## src/hlrp_pkg.sv

```systemverilog
// shared types, character codes and helpers for the hex load record parser
package hlrp_pkg;

  // character codes
  localparam logic [7:0] SEMICOLON_CODE = 8'h3B;
  localparam logic [7:0] NEWLINE_CODE   = 8'h0A;

  // record layout
  localparam logic [8:0] HEADER_BYTES   = 9'd3;
  localparam logic [8:0] OVERHEAD_BYTES = 9'd5;
  localparam logic [8:0] INDEX_MAX      = 9'd511;

  // field widths
  localparam int ADDR_W = 17;

  // status codes carried on a status item
  typedef enum logic [2:0] {
    ST_DATA     = 3'd0,
    ST_TRANSFER = 3'd1,
    ST_EMPTY    = 3'd2,
    ST_LEN_ERR  = 3'd3,
    ST_CHK_ERR  = 3'd4,
    ST_EOF      = 3'd5
  } hlrp_status_t;

  // item kinds on the result channel
  localparam logic KIND_DATA   = 1'b0;
  localparam logic KIND_STATUS = 1'b1;

  // input function codes
  localparam logic FUNC_CHAR = 1'b0;
  localparam logic FUNC_EOF  = 1'b1;

  // one result item plus its valid flag
  typedef struct packed {
    logic              valid;
    logic              item_kind;
    logic [7:0]        data_byte;
    logic [ADDR_W-1:0] load_address;
    logic [7:0]        byte_count;
    hlrp_status_t      status_code;
  } hlrp_result_t;

  // hex digit decode: bit 4 set when the character is a hex digit
  function automatic logic [4:0] hex_value(input logic [7:0] c);
    logic [4:0] r;
    r = 5'd0;
    if (c >= 8'h30 && c <= 8'h39) begin
      r = {1'b1, 4'(c - 8'h30)};
    end else if (c >= 8'h41 && c <= 8'h46) begin
      r = {1'b1, 4'(c - 8'h37)};
    end else if (c >= 8'h61 && c <= 8'h66) begin
      r = {1'b1, 4'(c - 8'h57)};
    end
    return r;
  endfunction

endpackage

```

## src/hlrp_line_state.sv

```systemverilog
// per-line parse state and the combinational step that yields at most one result
module hlrp_line_state (
  input  logic                      clk,
  input  logic                      rst_n,
  input  logic                      step_en,
  input  logic                      func,
  input  logic [7:0]                char_code,
  output hlrp_pkg::hlrp_result_t    res
);

  logic       in_record_r, in_record_nxt;
  logic       pending_r, pending_nxt;
  logic [3:0] high_nibble_r, high_nibble_nxt;
  logic [8:0] byte_index_r, byte_index_nxt;
  logic [7:0] count_byte_r, count_byte_nxt;
  logic [15:0] start_addr_r, start_addr_nxt;
  logic [15:0] sum_r, sum_nxt;
  logic [7:0] last0_r, last0_nxt;
  logic [7:0] last1_r, last1_nxt;
  logic       any_digit_r, any_digit_nxt;

  logic [4:0]  hex;
  logic [7:0]  new_byte;
  logic [8:0]  need_bytes;
  logic [8:0]  data_end;
  logic [8:0]  offset;
  logic [15:0] chk;
  logic [15:0] given;

  // step logic: next state and the result of this transaction
  always_comb begin
    in_record_nxt   = in_record_r;
    pending_nxt     = pending_r;
    high_nibble_nxt = high_nibble_r;
    byte_index_nxt  = byte_index_r;
    count_byte_nxt  = count_byte_r;
    start_addr_nxt  = start_addr_r;
    sum_nxt         = sum_r;
    last0_nxt       = last0_r;
    last1_nxt       = last1_r;
    any_digit_nxt   = any_digit_r;

    res              = '0;
    res.status_code  = hlrp_pkg::ST_DATA;

    hex        = hlrp_pkg::hex_value(char_code);
    new_byte   = {high_nibble_r, hex[3:0]};
    need_bytes = {1'b0, count_byte_r} + hlrp_pkg::OVERHEAD_BYTES;
    data_end   = {1'b0, count_byte_r} + hlrp_pkg::HEADER_BYTES;
    offset     = byte_index_r - hlrp_pkg::HEADER_BYTES;
    chk        = sum_r - {8'd0, last0_r} - {8'd0, last1_r};
    given      = {last0_r, last1_r};

    if (func == hlrp_pkg::FUNC_EOF || char_code == hlrp_pkg::NEWLINE_CODE) begin
      // status item, then the line starts afresh
      res.valid     = 1'b1;
      res.item_kind = hlrp_pkg::KIND_STATUS;
      if (func == hlrp_pkg::FUNC_EOF) begin
        res.status_code = hlrp_pkg::ST_EOF;
      end else if (!any_digit_r) begin
        res.status_code = hlrp_pkg::ST_EMPTY;
      end else if (byte_index_r < need_bytes) begin
        res.status_code  = hlrp_pkg::ST_LEN_ERR;
        res.load_address = {1'b0, start_addr_r};
      end else if (chk != given && count_byte_r != 8'd0) begin
        res.status_code  = hlrp_pkg::ST_CHK_ERR;
        res.load_address = {1'b0, start_addr_r};
      end else begin
        res.status_code  = (count_byte_r != 8'd0) ? hlrp_pkg::ST_DATA
                                                  : hlrp_pkg::ST_TRANSFER;
        res.byte_count   = count_byte_r;
        res.load_address = {1'b0, start_addr_r};
      end
      in_record_nxt   = 1'b0;
      pending_nxt     = 1'b0;
      high_nibble_nxt = 4'd0;
      byte_index_nxt  = 9'd0;
      count_byte_nxt  = 8'd0;
      start_addr_nxt  = 16'd0;
      sum_nxt         = 16'd0;
      last0_nxt       = 8'd0;
      last1_nxt       = 8'd0;
      any_digit_nxt   = 1'b0;
    end else if (!in_record_r) begin
      // skip text until the record mark
      if (char_code == hlrp_pkg::SEMICOLON_CODE) begin
        in_record_nxt = 1'b1;
      end
    end else if (hex[4]) begin
      any_digit_nxt = 1'b1;
      if (!pending_r) begin
        high_nibble_nxt = hex[3:0];
        pending_nxt     = 1'b1;
      end else begin
        // a byte completes
        pending_nxt = 1'b0;
        if (byte_index_r == 9'd0) begin
          count_byte_nxt = new_byte;
        end else if (byte_index_r == 9'd1 || byte_index_r == 9'd2) begin
          start_addr_nxt = {start_addr_r[7:0], new_byte};
        end
        sum_nxt   = sum_r + {8'd0, new_byte};
        last0_nxt = last1_r;
        last1_nxt = new_byte;
        if (byte_index_r < hlrp_pkg::INDEX_MAX) begin
          byte_index_nxt = byte_index_r + 9'd1;
        end
        // data region: emit the byte with its address
        if (byte_index_r >= hlrp_pkg::HEADER_BYTES && byte_index_r < data_end) begin
          res.valid        = 1'b1;
          res.item_kind    = hlrp_pkg::KIND_DATA;
          res.data_byte    = new_byte;
          res.load_address = {1'b0, start_addr_r} + {8'd0, offset};
          res.byte_count   = count_byte_r;
        end
      end
    end
  end

  // state registers, updated on each accepted transaction
  always_ff @(posedge clk) begin
    if (!rst_n) begin
      in_record_r   <= 1'b0;
      pending_r     <= 1'b0;
      high_nibble_r <= 4'd0;
      byte_index_r  <= 9'd0;
      count_byte_r  <= 8'd0;
      start_addr_r  <= 16'd0;
      sum_r         <= 16'd0;
      last0_r       <= 8'd0;
      last1_r       <= 8'd0;
      any_digit_r   <= 1'b0;
    end else if (step_en) begin
      in_record_r   <= in_record_nxt;
      pending_r     <= pending_nxt;
      high_nibble_r <= high_nibble_nxt;
      byte_index_r  <= byte_index_nxt;
      count_byte_r  <= count_byte_nxt;
      start_addr_r  <= start_addr_nxt;
      sum_r         <= sum_nxt;
      last0_r       <= last0_nxt;
      last1_r       <= last1_nxt;
      any_digit_r   <= any_digit_nxt;
    end
  end

endmodule

```

## src/hex_load_record_parser.sv

```systemverilog
// top level: stream ports, parse step and the result register
// Takes one ASCII character (or an end-of-file marker) per transaction and
// can accept a new transaction every cycle while the output is not stalled:
// each character is handled by the combinational line-state step, and its
// result, if any, lands in the output register. A character is taken
// whenever that register is empty or is being drained in the same cycle, so
// a full stream runs at one transaction per clock. Data bytes appear as they
// complete; a status transaction (tuser high) closes each line or marks end
// of file. After a status other than data or transfer the bytes already sent
// for that record must be discarded by the consumer.
module hex_load_record_parser (
  input  logic        clk,
  input  logic        rst_n,
  input  logic        in_tvalid,
  output logic        in_tready,
  input  logic [7:0]  in_tdata,   // [7:0] char_code
  input  logic        in_tuser,   // [0] func (1 = end of file)
  output logic        out_tvalid,
  input  logic        out_tready,
  output logic [39:0] out_tdata,  // [7:0] data_byte, [24:8] load_address,
                                  // [32:25] byte_count, [35:33] status_code, rest zero
  output logic        out_tuser   // [0] item_kind (1 = record status)
);

  hlrp_pkg::hlrp_result_t res;
  hlrp_pkg::hlrp_result_t out_r;
  logic                   out_valid_r;
  logic                   accept;

  // input handshake: free when the result register is empty or draining
  assign in_tready = !out_valid_r || out_tready;
  assign accept    = in_tvalid && in_tready;

  hlrp_line_state u_line_state (
    .clk       (clk),
    .rst_n     (rst_n),
    .step_en   (accept),
    .func      (in_tuser),
    .char_code (in_tdata),
    .res       (res)
  );

  // result valid flag
  always_ff @(posedge clk) begin
    if (!rst_n) begin
      out_valid_r <= 1'b0;
    end else if (accept) begin
      out_valid_r <= res.valid;
    end else if (out_tready) begin
      out_valid_r <= 1'b0;
    end
  end

  // result payload
  always_ff @(posedge clk) begin
    if (accept && res.valid) begin
      out_r <= res;
    end
  end

  // output packing
  assign out_tvalid = out_valid_r;
  assign out_tuser  = out_r.item_kind;
  assign out_tdata  = {4'd0, out_r.status_code, out_r.byte_count,
                       out_r.load_address, out_r.data_byte};

endmodule
```

## config.mk

```make
export PLATFORM = sky130hd
export DESIGN_NAME = hex_load_record_parser
export DESIGN_NICKNAME = d
export VERILOG_FILES = /design/src/hlrp_pkg.sv /design/src/hlrp_line_state.sv /design/src/hex_load_record_parser.sv
export SDC_FILE = /design/constraint.sdc
export NUM_CORES = 1
export LEC_CHECK = 0
export ABC_AREA = 0
export BUFFER_PORTS_ARGS = -buffer_cell sky130_fd_sc_hd__buf_2
export CAP_MARGIN = 15
export CORE_ASPECT_RATIO = 1.4
export CORE_MARGIN = 2
export CORE_UTILIZATION = 61
export CTS_CLUSTER_SIZE = 14
export DETAILED_ROUTE_END_ITERATION = 10
export PLACE_DENSITY_LB_ADDON = 0.2
export SYNTH_ARGS = -nofsm -noshare
export SYNTH_HDL_FRONTEND = slang
export SYNTH_SLANG_ARGS = --single-unit
```

## constraint.sdc

```tcl
create_clock -name clk -period 5.39 [get_ports clk]
set_clock_uncertainty 0.2 [all_clocks]
set_input_delay 0.2695 -clock clk [delete_from_list [all_inputs] [get_ports clk]]
set_output_delay 0.2695 -clock clk [all_outputs]
set_load 0.02 [all_outputs]
```

---- After elaboration in Yosys (flattened, before gate mapping) ----
Cells that the tools add are included.
storage, ports and cells
  register bits ........................... 110
  output and inout port bits .............. 43
  word-level logic and storage cells ...... 140
operators by class
  equal/unequal tests ..................... 7
  order comparisons ....................... 10
  reduce and logical (&&, ||, !) cells .... 28
  add/sub/neg operators ................... 11
  multiplexer cells ....................... 62
  bitwise gates (word level) .............. 5
operators by type and width
  cell                 count
  $mux 16              10
  $mux 35              4
  $mux 8               15
  $mux 25              2
  $mux 9               5
  $sub 16x8->16        2
  $mux 24              1
  $lt 9x9->1           2
  $add 16x9->17        1
  $add 16x8->16        1
  $ge 8x7->1 const B   2
  $le 8x7->1 const B   2
  $mux 4               4
  $ne 16x16->1         1
  $mux 5               3
  $reduce_bool 2->1    7
  $mux 1               13
  $mux 3               4
  $reduce_and 5->1     2
  $add 8x2->9 const B  1
  $add 8x3->9 const B  1
  $add 9x1->9 const B  1
  $eq 9x1->1 const B   1
  $eq 9x2->1 const B   1
  other kinds (23)     37

---- Longest topological paths before layout ----
  depth in word-level cells ............... 11
  depth in mapped cells ................... 17

---- Cells and area by module ----
A second synthesis with hierarchy kept.
unflattened totals
  cell total of the unflattened synthesis .. 795
  area total of the unflattened synthesis .. 7094.3 um^2
by module, submodules not included
  module                  cells each  times used  area each (um^2)
  hlrp_line_state         747         1           5878.1
  hex_load_record_parser  48          1           1216.2

---- Least setup slack after synthesis ----
OpenSTA, ideal clock, no wires.
  path kind ............................... input to register
  start ................................... input in_tdata[0]
  end ..................................... register u_line_state.sum_r[14]
  stages on the path ...................... 16
  library setup time ...................... 71 ps
  path slack .............................. 1291 ps
  arrival time ............................ 3828 ps
  required time ........................... 5119 ps
  cell sequence ........................... inv_1 -> ha_1 -> o21bai_1 -> a2111oi_0 -> a21oi_1 -> inv_1 -> ha_1 -> inv_1 -> fa_1 -> nor2b_1 -> o21ai_0 -> a21boi_0 -> o21ai_0 -> a211o_1 -> or4_1 -> a21oi_1
on the way
  word-level cells in the longest chain between the ends .. 10
  elaborated cells on any way between the ends .. 26
RTL lines
  what                                      line                          text
  from (decl)                               hex_load_record_parser.sv:16  input logic [7:0] in_tdata,
  $ge 8x7->1 or $le 8x7->1 (tied branches)  hlrp_pkg.sv:52                end else if (c >= 8'h61 && c <= 8'h66) begin
  $logic_and 1x1->1                         hlrp_pkg.sv:52
  $mux 5                                    hlrp_pkg.sv:52
  $mux 5                                    hlrp_pkg.sv:50                end else if (c >= 8'h41 && c <= 8'h46) begin
  $mux 5 (*)                                hlrp_pkg.sv:48                if (c >= 8'h30 && c <= 8'h39) begin
  named net u_line_state.hex[0]             hlrp_line_state.sv:22         logic [4:0] hex;
  $add 16x8->16 (*)                         hlrp_line_state.sv:102        sum_nxt = sum_r + {8'd0, new_byte};
  $mux 16 (*)                               hlrp_line_state.sv:91         if (!pending_r) begin
  $mux 16 (*)                               hlrp_line_state.sv:89         end else if (hex[4]) begin
  $mux 16 (*)                               hlrp_line_state.sv:84         end else if (!in_record_r) begin
  $mux 16 (*)                               hlrp_line_state.sv:54         if (func == hlrp_pkg::FUNC_EOF || char_code == hlrp_pkg::NEWLINE_CODE) begin
  to (signal assigned)                      hlrp_line_state.sv:140        sum_r <= sum_nxt;
  to (decl)                                 hlrp_line_state.sv:17         logic [15:0] sum_r, sum_nxt;
Mark *: on every way through the listed nets, which the timed path passes. The rest lies on a longest branch. The select of a mux whose other input is x is not followed.
A chain may end at the register's enable or synchronous reset.

==> flow_summary.json <==
{
  "start_util_pct": 62.2,
  "grt_max_degree": 44,
  "startpoint_type": "flip-flop",
  "grt_pass1_wl_um": 32700,
  "syn_avg_cell_area_sq_um": 8.92,
  "path_clk_slew_ns": 0.07,
  "synth-edff-count": 37,
  "setup_viol_count_final": 0,
  "areaGrowthSynthToFinish_pct": 8.65,
  "endpoint_kind": "flip-flop",
  "seq_area_sq_um": 2570,
  "hold_path_depth": 2,
  "cts_setup_buffers": 0,
  "ys_ff_latch": 110,
  "clk_latency_ns": 0.35,
  "holdWs_ns": 0.144,
  "reg2reg_depth": 13,
  "hold_path.class": "input pin to flip-flop",
  "power_w": 0.00168,
  "ys_seq_area_share_pct": 35.0,
  "vias": 6535,
  "hold_viol": 0,
  "core-area_sq_um": 11800,
  "syn_area_sq_um": 7350,
  "pin_count": 56,
  "first_global_vias": 6503,
  "rsz0062_at_grt": "no",
  "htreeDepth": 3,
  "min_period_ns": 4.63,
  "intPower_w": 0.00128,
  "setup_tns_ns": 0,
  "finalWirelength_um": 20200,
  "worst_slew_pin_slew_ns": 0.993,
  "post-route-period-util_pct": 86.0,
  "clockPowerShare_pct": 41.2,
  "multiInputGateArea_sq_um": 4430,
  "initialDrtViolationCount": 466,
  "cpMaxStageDelayCell": "fa_1",
  "power_switching_w": 0.000401,
  "clockBufferDepth": 2,
  "synth_top_flop_cell": "dfxtp_1",
  "path_max_fanout": 8,
  "p_leak_nw": 3.14,
  "powerDensity_nw_per_um2": 210,
  "max_freq_ghz": 0.216,
  "final_layout_size_suffix_gt1_share_pct": 10.8,
  "cts_buffers": 9,
  "final_cell_mix": "nand2_1 (73), dfxtp_1 (73), nor2_1 (54), ha_1 (54), buf_2 (51)",
  "layout.nets": 932,
  "drv_cap": 0,
  "slew_violations": 0,
  "drtAntennaViolNets": 0,
  "portBuffers": 51,
  "combPwrFrac_pct": 6.9,
  "vias_per_cell": 6.49,
  "maxSlewHeadroom_pct": 33.3,
  "ctsHoldBuffers": 0,
  "wl_per_cell_um": 20.1,
  "pwr-share-seq_pct": 51.9,
  "worstPathRequired_ns": 5.37,
  "n_antenna_cell": 0,
  "remaining_drc_errors": 0,
  "die_area_sq_um": 13000,
  "yosysWarningCount": 0,
  "fp.dieW_um": 96.8,
  "cts_resized": 0,
  "gr-total-overflow": 0,
  "dpl.hpwl_um": 15300,
  "status": "complete, no violations",
  "cp_slowest_stage_delay_ns": 0.56,
  "fillCellCount": 994,
  "cts_tree": "yes",
  "gp_congestion": 1.02,
  "die_h_um": 134,
  "vdd_drop_max_uv": 154,
  "drt_first_pass_iters": 5,
  "worstSetupPathType": "flip-flop to flip-flop",
  "root_buffer": "clkbuf_16",
  "synth_cell_types": 74,
  "async_flop_share_pct": 0,
  "netlist_instances": 824,
  "worstPathCellList": "inv_1 -> fa_1 -> inv_1 -> ha_1 -> or2_2 -> fa_1 -> a211oi_1 -> o21ai_0 -> a311o_1 -> a22o_1 -> nor4_1 -> nand4_1 -> a21boi_0",
  "antenna_found_initial": 0,
  "grt.total_usage_pct": 31.2,
  "rows": 47,
  "cp.arrival_ns": 4.61,
  "cts.sinks": 110,
  "switching_share_pct": 23.9,
  "fin_util_pct": 67.6
}
==> cell usage after synthesis, drive strengths merged, types with 11 or more instances <==
library cell,n,area [sq um]
dfxtp,73,1460
nand2,73,274
nor2,55,209
ha,54,676
inv,46,173
a21oi,40,204
edfxtp,37,1110
o21ai,36,184
xnor2,33,289
clkbuf,29,109
a21boi,28,210
nand3,28,140
xor2,22,193
nor3,18,95.1
nor2b,17,106
a22o,16,140
and3,15,93.8
buf,13,73.8
nor4,13,81.3
mux2i,12,120
nand2b,11,68.8
==> path summary, 6_finish.rpt <==
kind	startpoint	endpoint	slack (ns)
worst max-delay path	u_line_state.last1_r[0]$_SDFFE_PN0P_	out_tdata[31]$_DFFE_PP_	0.76
worst min-delay path	in_tuser	out_tdata[33]$_SDFFCE_PP0P_	0.14
worst max register to register	u_line_state.last1_r[0]$_SDFFE_PN0P_	out_tdata[31]$_DFFE_PP_	0.76
worst min register to register	u_line_state.start_addr_r[8]$_SDFFE_PN0P_	u_line_state.start_addr_r[8]$_SDFFE_PN0P_	0.30
==> worst max-delay path, delay by kind of cell (launching register included) <==
family / cells / cell delay, ns
DFF: 1 / 0.39
AOI/OAI and AO/OA: 5 / 1.63
adders and majority gates: 3 / 1.15
buffers and inverters: 2 / 0.13
and+or+nand+nor: 3 / 0.94
==> stage by stage <==
| stage | worst slack (ns) | instances | instance area, sq um |
|---|---|---|---|
| after floorplan | 1.29 | 827 | 7360 |
| after global placement | 1.02 | 990 | 7670 |
| after detailed placement | 0.787 | 990 | 7670 |
| after CTS | 0.765 | 1006 | 7980 |
| after global routing | 0.438 | 1007 | 7990 |
| final | 0.755 | 1007 | 7990 |
==> state kept, by name, summed over array words and instances (netlist names) <==
name and cells:
u_line_state.in_record_r 1, out_tdata 36, out_tvalid 1, out_tuser 1, u_line_state.any_digit_r 1, u_line_state.sum_r 16
u_line_state.count_byte_r 8, u_line_state.start_addr_r 16, u_line_state.last1_r 8, u_line_state.high_nibble_r 4, u_line_state.last0_r 8, u_line_state.byte_index_r 9
u_line_state.pending_r 1
==> power groups by stage <==
stage,Combinational [W],Clock (W),Sequential (W)
3_3_place_gp,0.000110,0,0.000889
4_1_cts,0.000115,0.000689,0.000871
6_report,0.000116,0.000690,0.000871
5_1_grt,0.000125,0.000717,0.000871
2_1_floorplan,0.0000625,0,0.000903
3_5_place_dp,0.000114,0,0.000890
==> routing by layer <==
layer  share of wire [%]  up-vias  global-route usage [%]
met2                  54      236                    58.4
li1                    -     3049                       -
met1                  37     3173                    33.9
met5                   0        -                       0
met4                 4.9        0                    16.5
met3                 4.2       77                    4.43
==> final cells by class <==
class,count,share of cell area (%)
multi-input combinational,629,55.5
sequential,110,32.2
timing repair buffer,59,3.95
clock buffer,10,2.99
tap,147,2.30
inverter,46,2.16
clock inverter,6,0.846
==> logic make-up (layout without fill, tap and decap cells) <==
logic type | after synthesis | in the layout | synth area share, %
buffers and inverters | 88 | 121 | 4.83
AND/OR/NAND/NOR | 283 | 283 | 19.8
adder cells (fa/ha/maj) | 64 | 64 | 11.9
flip-flops | 110 | 110 | 35.0
multiplexers | 14 | 14 | 1.94
other | 1 | 4 | 0.0510
XOR/XNOR | 56 | 56 | 6.86
AO/OA/AOI/OAI | 208 | 208 | 19.6
No activity file was read; power rests on OpenSTA's default activity.
